--- src/hdl/pcce_pkg.sv ---
`default_nettype none

package pcce_pkg;

    localparam int MAX_SEGMENTS_DEF = 64;
    localparam int FRAC_BITS_DEF    = 16;

    localparam int DATA_W        = 32;
    localparam int CFG_W         = 7;
    localparam int SEG_USED_W    = 6;
    localparam int N_POWERS      = 4;
    localparam int N_COMPONENTS  = 3;
    localparam int COEFS_PER_SEG = N_POWERS * N_COMPONENTS;

    localparam logic [1:0] MODE_KNOT = 2'd0;
    localparam logic [1:0] MODE_COEF = 2'd1;
    localparam logic [1:0] MODE_EVAL = 2'd2;

    localparam logic KIND_ACK   = 1'b0;
    localparam logic KIND_POINT = 1'b1;

    localparam logic [1:0] POWER_TOP = 2'd3;
    localparam logic [1:0] COMP_X    = 2'd0;
    localparam logic [1:0] COMP_Y    = 2'd1;
    localparam logic [1:0] COMP_LAST = 2'd2;

    localparam logic [CFG_W-1:0] CFG_RESET = 7'd1;

    localparam logic signed [DATA_W-1:0] SAT_MAX = 32'sh7FFF_FFFF;
    localparam logic signed [DATA_W-1:0] SAT_MIN = 32'sh8000_0000;

    typedef struct packed {
        logic [1:0]               mode;
        logic [6:0]               segment_index;
        logic [1:0]               power_index;
        logic [1:0]               component_index;
        logic signed [DATA_W-1:0] data_word;
        logic signed [DATA_W-1:0] param_t;
    } in_item_t;

    typedef struct packed {
        logic                     result_kind;
        logic signed [DATA_W-1:0] point_x;
        logic signed [DATA_W-1:0] point_y;
        logic signed [DATA_W-1:0] point_z;
        logic [SEG_USED_W-1:0]    segment_used;
    } out_item_t;

    typedef struct packed {
        logic capture;
        logic do_write;
        logic eval_init;
        logic scan_issue;
        logic knot_fetch;
        logic s_load;
        logic coef_issue;
        logic acc_load;
        logic mul;
        logic rnd;
        logic acc_add;
        logic point_store;
        logic comp_next;
        logic out_load;
    } cmd_t;

    typedef struct packed {
        logic is_eval;
        logic scan_last;
        logic last_term;
        logic comp_last;
    } status_t;

endpackage

`default_nettype wire

--- src/hdl/pcce_ctrl.sv ---
`default_nettype none

module pcce_ctrl (
    input  wire logic              clk,
    input  wire logic              rst_n,
    input  wire logic              in_valid,
    input  wire logic              out_stall,
    input  wire pcce_pkg::status_t stat,
    output pcce_pkg::cmd_t         cmd,
    output logic                   in_stall,
    output logic                   out_valid
);

    typedef enum logic [3:0] {
        ST_IDLE,
        ST_EXEC,
        ST_SCAN,
        ST_DRAIN,
        ST_KNOT,
        ST_SCALC,
        ST_CLOAD,
        ST_CINIT,
        ST_MUL,
        ST_RND,
        ST_ADD,
        ST_DONE
    } state_t;

    state_t state_reg;
    state_t state_next;
    logic   in_stall_reg;
    logic   out_valid_reg;
    logic   out_valid_next;
    logic   out_free;

    assign out_free = !out_valid_reg || !out_stall;

    always_comb
    begin
        cmd        = '0;
        state_next = state_reg;
        unique case (state_reg)
            ST_IDLE:
            begin
                if (in_valid)
                begin
                    cmd.capture = 1'b1;
                    state_next  = ST_EXEC;
                end
            end
            ST_EXEC:
            begin
                if (stat.is_eval)
                begin
                    cmd.eval_init = 1'b1;
                    state_next    = ST_SCAN;
                end
                else
                begin
                    cmd.do_write = 1'b1;
                    state_next   = ST_DONE;
                end
            end
            ST_SCAN:
            begin
                cmd.scan_issue = 1'b1;
                if (stat.scan_last)
                begin
                    state_next = ST_DRAIN;
                end
            end
            ST_DRAIN: state_next = ST_KNOT;
            ST_KNOT:
            begin
                cmd.knot_fetch = 1'b1;
                state_next     = ST_SCALC;
            end
            ST_SCALC:
            begin
                cmd.s_load = 1'b1;
                state_next = ST_CLOAD;
            end
            ST_CLOAD:
            begin
                cmd.coef_issue = 1'b1;
                state_next     = ST_CINIT;
            end
            ST_CINIT:
            begin
                cmd.acc_load   = 1'b1;
                cmd.coef_issue = 1'b1;
                state_next     = ST_MUL;
            end
            ST_MUL:
            begin
                cmd.mul    = 1'b1;
                state_next = ST_RND;
            end
            ST_RND:
            begin
                cmd.rnd    = 1'b1;
                state_next = ST_ADD;
            end
            ST_ADD:
            begin
                cmd.acc_add = 1'b1;
                if (stat.last_term)
                begin
                    cmd.point_store = 1'b1;
                    if (stat.comp_last)
                    begin
                        state_next = ST_DONE;
                    end
                    else
                    begin
                        cmd.comp_next = 1'b1;
                        state_next    = ST_CLOAD;
                    end
                end
                else
                begin
                    cmd.coef_issue = 1'b1;
                    state_next     = ST_MUL;
                end
            end
            ST_DONE:
            begin
                if (out_free)
                begin
                    cmd.out_load = 1'b1;
                    state_next   = ST_IDLE;
                end
            end
            default: state_next = ST_IDLE;
        endcase
    end

    always_comb
    begin
        if (cmd.out_load)
        begin
            out_valid_next = 1'b1;
        end
        else if (out_free)
        begin
            out_valid_next = 1'b0;
        end
        else
        begin
            out_valid_next = out_valid_reg;
        end
    end

    always_ff @(posedge clk or negedge rst_n)
    begin
        if (!rst_n)
        begin
            state_reg     <= ST_IDLE;
            in_stall_reg  <= 1'b0;
            out_valid_reg <= 1'b0;
        end
        else
        begin
            state_reg     <= state_next;
            in_stall_reg  <= (state_next != ST_IDLE);
            out_valid_reg <= out_valid_next;
        end
    end

    assign in_stall  = in_stall_reg;
    assign out_valid = out_valid_reg;

    a_capture_stalls: assert property (@(posedge clk) disable iff (!rst_n)
        cmd.capture |=> in_stall)
        else $error("input not stalled after transaction");

    a_load_free: assert property (@(posedge clk) disable iff (!rst_n)
        cmd.out_load |-> (!out_valid || !out_stall))
        else $error("result loaded over a pending transaction");

    a_eval_end: assert property (@(posedge clk) disable iff (!rst_n)
        (state_reg == ST_ADD && stat.last_term && stat.comp_last) |=> (state_reg == ST_DONE))
        else $error("evaluation did not finish after last component");

endmodule

`default_nettype wire

--- config.mk ---
export PLATFORM = sky130hd
export DESIGN_NAME = pcce_ctrl
export DESIGN_NICKNAME = d
export VERILOG_FILES = /design/src/hdl/pcce_pkg.sv /design/src/hdl/pcce_ctrl.sv
export SDC_FILE = /design/constraint.sdc
export NUM_CORES = 1
export LEC_CHECK = 0
export ABC_AREA = 1
export BUFFER_PORTS_ARGS = -buffer_cell sky130_fd_sc_hd__buf_2
export CORE_AREA = 4 4 41 43
export CTS_CLUSTER_DIAMETER = 40
export DETAILED_ROUTE_END_ITERATION = 10
export DIE_AREA = 0 0 45 47
export GPL_TIMING_DRIVEN = 0
export PLACE_DENSITY = 0.63
export SYNTH_ARGS = -nofsm -noshare
export SYNTH_HDL_FRONTEND = slang
export SYNTH_SLANG_ARGS = --single-unit
--- constraint.sdc ---
create_clock -name clk -period 1.5 [get_ports clk]
set_input_delay 0.3 -clock clk [delete_from_list [all_inputs] [get_ports clk]]
set_output_delay 0.3 -clock clk [all_outputs]
set_load 0.02 [all_outputs]
== Word-level counts from Yosys, hierarchy flattened ==
Index checks and enable logic that the tools add are counted.

* Memory bits (writable): 0
* Memories kept: 0
* Output and inout port bits: 16
* Bits of input ports: 8
* Latch bits: 0
* Logic and storage cells: 48
* Memory bits (read-only): 0
* Register bits: 6

* Shift-type cells: 0
* Muxes and demuxes: 27
* Eq/ne operators: 11
* $lt $le $gt $ge: 0
* Multipliers: 0
* Add/subtract/negate cells: 0
* Reduce and logical (&&, ||, !) cells: 7
* Bitwise operators: 0
* Div/mod/pow operators: 0

{| class="wikitable"
|+ Operator list
! operator !! number
|-
| 4-bit one-hot mux with 12 select lines || 1
|-
| 4-bit two-way mux || 6
|-
| 4-bit by 3-bit equality test with 1-bit output (second input constant) || 4
|-
| 4-bit equality test (second input constant) || 4
|-
| 1-bit two-way mux || 16
|-
| 4-bit by 2-bit equality test with 1-bit output (second input constant) || 2
|-
| 4-bit by 1-bit equality test with 1-bit output (second input constant) || 1
|-
| 4-bit logical NOT || 1
|-
| 2-bit two-way mux || 2
|-
| 4-bit nonzero test || 1
|-
| 3-bit two-way mux || 1
|-
| 1-bit logical NOT || 2
|-
| 1-bit one-hot mux with 2 select lines || 1
|-
| 2-bit nonzero test || 1
|-
| 2-bit OR reduction || 1
|-
| 1-bit logical OR || 1
|}

== Logic depth before layout (Yosys ltp) ==
Gate-level depths: netlist (run 1).

* Depth after elaboration: 5
* Mapped depth: 8
* Gate-level depth less buffers: 8

== Worst setup path before layout (run 1) ==
No wires, ideal clock.

* Path kind: reg2out
* From: reg state_reg[0]
* To: out cmd[11] (netlist name)
* Arrival time: 1.289 ns
* Path buffers: 0
* Required time: 1.200 ns
* Cell stages (with the launch flop): 5
* Setup slack: -0.089 ns
* Path through: dfrtp_1 > inv_1 > nor2_1 > inv_1 > nor4_1

{| class="wikitable"
|+ RTL lines
! element !! line !! source
|-
| start, declared || pcce_ctrl.sv:29 || <nowiki>state_t state_reg;</nowiki>
|-
| start signal, assigned || pcce_ctrl.sv:164 || <nowiki>state_reg <= state_next;</nowiki>
|-
| end, declared || pcce_ctrl.sv:9 || <nowiki>output pcce_pkg::cmd_t cmd,</nowiki>
|}

==> results.tsv, run 1 <==
metric	value	unit
status	complete, but fails checks	
violations	negative setup slack	
p_int	0.797	mW
gr-usage-all-layers	12.0	%
die_w	45	um
post_drt_wl_per_cell	10.5	um
nNetsFinal	125	
grtUsageMet3	1.15	%
grt_max_degree	7	
grt_pass1_vias	480	
fin_ws	-0.0955	ns
hpwl	981	um
yosysUniqueCellTypes	14	
max_stage_delay	0.47	ns
rr_worst_depth	8	
synth_common_cells	nand2_1, inv_1, nor2_1, dfrtp_1	
ir_worst_vdd	0.000832	V
dr.first_iter.drc_count	7	
ys.flop_type	dfrtp_1	
power_switching	0.799	mW
cts.sinks	6	
crit_type	flop to output port	
combPwrFrac	69.5	%
synth_most_common_cell	nand2_1	
antenna_found_initial	0	
busiest_layer	met2	
slowest_stage	dfrtp_2	
power_density	1850	nW/um^2
antennaDiodeCount	0	
fmax	0.627	GHz
root_buffer	clkbuf_4	
cts_buffers	3	
clkLatencyLatePin	0.24	ns
drv_slew	0	
drive_above_1_share	61.7	%
vias_per_cell	4.67	
hold_depth	3	
coreArea	1300	um^2
largest_reg_flops	4	
final_core_util	66.3	%
cp-start-kind	flop	
gp_congestion	0.774	
finalCritPeriodShare	106	%
synthArstFlopShare	100	%
crit_path_end_kind	output port	
synth_edf_count	0	
die_h	47	um
die-area	2120	um^2
yosys_warnings	0	
grt_overflow_total	0	
power.total	1.60	mW
vias	607	
cts_tree	built	
skew	0.00463	ns
io_pins	24	
p_clk_share	9.0	%
min_path_type	primary input to flop	
maxCapViolCount	0	
synthCells	80	
worstPathArrival	1.30	ns
switching_share	50.1	%
clkTransAtPathRegs	0.04	ns
area_delta_synth_final	79.2	%
synthTopCellsByArea	dfrtp_1, nand2_1, inv_1	
p_seq_share	21.5	%
path_max_fanout	6	
synth_top_cell_area_share	31.2	%
initial_core_util	37.0	%
rows	13	
syn_nets	88	
hold_viol_final	0	
path_cells	inv_2, nor2_4, nand2_1, o22ai_2, buf_6	
period_minus_slack	1.60	ns
cts_buffer_depth	2	
antenna_left	0	
synth-seq-cells	6	
htreeDepth	1	
relSlewSlack	86.7	%
met1_usage	14.6	%
synth_seq_area_share	31.2	%
avgSynthCellArea	6.02	um^2
drt_first_pass_iters	4	
port_buffers	23	
drc	0	
rsz0062_at_grt	yes	
routed_wl	1.37	mm
use_met2	20.6	%
synth_top_area_cell	dfrtp_1	
netlist_area	482	um^2
finalSetupViolCount	9	
worstMarginPinSlew	0.198	ns
required	1.20	ns
grt_pass1_wl	1.84	mm
p_leak	0.499	nW
==> stage by stage <==
stage / worst slack [ns] / TNS [ns] / hold slack [ns] / std cells / instance area, um^2
finish: -0.0955 / -0.459 / 0.299 / 130 / 863
global placement: 0.0336 / 0 / 0.126 / 118 / 622
floorplan: 0.0815 / 0 / 0.00441 / 80 / 488
CTS: -0.106 / -0.458 / 0.291 / 123 / 708
global route: -0.165 / -1.11 / 0.298 / 130 / 863
detailed placement: 0.00958 / 0 / 0.126 / 118 / 622
==> layout make-up <==
| class | count | area [um^2] |
|---|---|---|
| inverters | 19 | 76.3 |
| multi-input cells | 54 | 334 |
| repair buffers | 33 | 256 |
| well taps | 15 | 18.8 |
| flip-flops and latches | 6 | 155 |
| fillers | 119 | 438 |
| clock buffers | 3 | 22.5 |
==> layout by cell type (no fill, tap or decap), drive strengths merged <==
cell type,count
buf,32
nand2,25
inv,19
nor2,18
nand3,7
dfrtp,6
clkbuf,3
nand3b,1
nand4,1
nor4,1
o22ai,1
dlygate4sd3,1
==> power by group through the flow <==
stage | sequential (mW) | clock, mW | combinational [mW]
after detailed placement | 0.302 | 0 | 0.758
after floorplan | 0.308 | 0 | 0.556
after global routing | 0.347 | 0.153 | 1.22
after global placement | 0.298 | 0 | 0.754
final | 0.342 | 0.144 | 1.11
after CTS | 0.318 | 0.149 | 0.858
==> worst paths after layout <==
| check | from | endpoint | slack [ns] |
|---|---|---|---|
| worst max-delay path | state_reg[3] | cmd[7] | -0.1 |
| worst min-delay path | out_stall | out_valid | 0.30 |
| worst max register to register | state_reg[0] | in_stall | 0.19 |
| worst min register to register | out_valid | out_valid | 0.50 |
| max in group asynchronous | rst_n | state_reg[3] | 0.94 |
| min in group asynchronous | rst_n | in_stall | 0.41 |
==> worst max-delay path, delay by kind of cell (launching register included) <==
family,cells,cell delay (ns)
AOI/OAI and AO/OA,1,0.12
buffers and inverters,2,0.23
DFF,1,0.47
and+or+nand+nor,2,0.24
==> logic make-up after synthesis <==
group	Yosys count	synth area share, %
AOI/OAI and AO/OA	1	1.30
buffers and inverters	20	16.4
DFF	6	31.2
and+or+nand+nor	53	51.2
==> repair_timing <==
action | CTS | global route
setup buffers | 2 | 7
hold endpoints to repair | 6 | 0
endpoints found under the setup margin | 13 | 14
gates resized for setup | 18 | 36
hold buffers | 1 | 0
pin swaps | 3 | 5
==> routing by layer <==
| metal | part of all wire, % | wire, um |
|---|---|---|
| met1 | 40 | 549 |
| met3 | 5.7 | 78 |
| met5 | 0 | 0 |
| met4 | 1.2 | 17 |
| met2 | 53 | 719 |
(Power assumes the default switching activity.)
==> run 2, diff against run 1 <==
HOLD_SLACK_MARGIN = 0.1   (was default)
clock period = 2.05 ns   (was 1.5 ns; I/O delays follow)
==> run 2 against run 1 <==
  * Routed wire length is 17% lower
  * Clock-buffer cell count stayed put
  * Utilization is 17 points lower
  * The flow now finishes without violations
  * Via count is 9.9% lower
  * Sequential power is 36% lower
  * Cell count is 6.2% lower
  * Die area stayed put
  * Highest routed layer unchanged
  * Register-to-register slack better by 0.60 ns
  * Sequential cell count stayed put
  * Largest cell class unchanged
==> results.tsv, run 2 (synthesis gave the netlist of run 1 again) <==
metric	value	unit	change
max_stage_delay	0.44	ns	was 0.47 ns
drc	0		unchanged
antenna_left	0		unchanged
grtUsageMet3	1.15	%	unchanged
p_leak	0.463	nW	was 0.499 nW
cts.sinks	6		unchanged
slowest_stage	dfrtp_1		was dfrtp_2
crit_type	flop to output port		unchanged
drv_slew	0		unchanged
die-area	2120	um^2	unchanged
min_path_type	primary input to flop		unchanged
met1_usage	16.0	%	was 14.6%
post_cts_resized	0		was 18
rr_endpoint	in_stall		unchanged
grt_overflow_total	0		unchanged
area_delta_synth_final	34.5	%	was 79.2%
ir_worst_vdd	0.000640	V	was 0.000832 V
relSlewSlack	75.9	%	was 86.7%
hold_viol_final	0		unchanged
final_cell_mix	nand2_1, buf_2, inv_1		was nand2_1, buf_4, buf_2
vias_per_cell	4.48		was 4.67
htreeDepth	1		unchanged
use_met2	20.3	%	was 20.6%
routed_wl	1.13	mm	was 1.37 mm
fmax	0.549	GHz	
critPathCapture	cmd[13]		was cmd[7]
period_minus_slack	1.82	ns	
cp-start-kind	flop		unchanged
worstPathArrival	1.41	ns	was 1.30 ns
rows	13		unchanged
largest_reg_flops	4		unchanged
worstMarginPinSlew	0.361	ns	was 0.198 ns
busiest_layer	met2		unchanged
finalSetupViolCount	0		was 9
drt_first_pass_iters	4		unchanged
post_drt_wl_per_cell	9.30	um	was 10.5 um
die_h	47	um	unchanged
cts_tree	built		unchanged
finalCritPeriodShare	88.8	%	
postLayoutCellArea	648	um^2	was 863 um^2
antennaDiodeCount	0		unchanged
cp-startpoint	state_reg[3]		unchanged
reg2reg_setup_slack	0.79	ns	was 0.19 ns
gp_congestion	0.795		was 0.774
hpwl	976	um	was 981 um
rr_worst_depth	7		was 8
die_w	45	um	unchanged
nNetsFinal	117		was 125
drive_above_1_share	35.5	%	was 61.7%
num-fill-cells	159		was 119
coreArea	1300	um^2	unchanged
dr.first_iter.drc_count	3		was 7
cts_buffer_depth	2		unchanged
clkTransAtPathRegs	0.04	ns	about the same
setup_tns	0	ns	was -0.459 ns
worstReg2RegStart	state_reg[3]		was state_reg[0]
rsz0062_at_grt	no		was yes
cts_buffers	3		unchanged
required	1.64	ns	was 1.20 ns
port_buffers	23		unchanged
root_buffer	clkbuf_4		unchanged
clkLatencyLatePin	0.24	ns	about the same
antenna_found_initial	0		unchanged
path_cells	nor2_1, nand4_1, inv_1, buf_2		was inv_2, nor2_4, nand2_1, o22ai_2, buf_6
power_density	1340	nW/um^2	was 1850 nW/um^2
gr-usage-all-layers	13.1	%	was 12.0%
path_max_fanout	6		unchanged
hold_ws	0.393	ns	was 0.299 ns
grt_max_degree	7		unchanged
skew	0.00158	ns	was 0.00463 ns
crit_path_end_kind	output port		unchanged
placedInstanceArea	616	um^2	was 622 um^2
initial_core_util	37.0	%	unchanged
vias	547		was 607
maxCapViolCount	0		unchanged
final_core_util	49.8	%	was 66.3%
grt_pass1_wl	1.96	mm	was 1.84 mm
status	complete, no violations		was complete, but fails checks
io_pins	24		unchanged
grt_pass1_vias	490		was 480
==> run 2: area by class of cell <==
class | instances | area (um^2) | share of cell area (%)
plain buffers | 1 | 7.51 | 1.16
clock buffers | 3 | 22.5 | 3.47
inverters | 19 | 71.3 | 11.0
multi-input cells | 54 | 253 | 39.0
flip-flops and latches | 6 | 150 | 23.2
well taps | 15 | 18.8 | 2.90
repair buffers | 24 | 125 | 19.3
==> run 2: worst max-delay path: cells and delay by family (launching register included) <==
kind	cells	cell delay, ns
simple gates	2	0.50
flops	1	0.44
buf+inv	2	0.24
==> run 2: where the power goes <==
part / internal [mW] / switching, mW
logic: 0.180 / 0.364
registers: 0.168 / 0.0515
clock network: 0.0659 / 0.0380
==> run 2: repair_timing <==
action / in CTS / in global routing
hold buffers: 1 / 0
buffers inserted: 0 / 0
hold endpoints to repair: 6 / 0
==> run 2: how the worst min path moves through the flow <==
stage                   start        end  depth (start not counted)
finish              out_stall  out_valid                          3
global route        out_stall  out_valid                          3
CTS                 out_stall  out_valid                          3
detailed placement      rst_n  out_valid                          1
global placement        rst_n  out_valid                          1
floorplan               rst_n   in_stall                          0
==> run 2: metrics by stage <==
step,setup WS (ns),power [mW],cells
6_report,0.229,0.868,122
5_1_grt,0.0724,0.978,122
4_1_cts,0.211,0.885,122
3_5_place_dp,0.482,0.770,118
3_3_place_gp,0.481,0.767,118
2_1_floorplan,0.351,0.627,80
==> run 2: per-layer routing <==
| layer | vias to the layer above | wire length, um | part of all wire [%] |
|---|---|---|---|
| met1 | 235 | 500 | 44 |
| met3 | 5 | 86 | 7.6 |
| li1 | 290 | - | - |
| met2 | 17 | 505 | 45 |
| met4 | 0 | 41 | 3.6 |
| met5 | - | 0 | 0 |
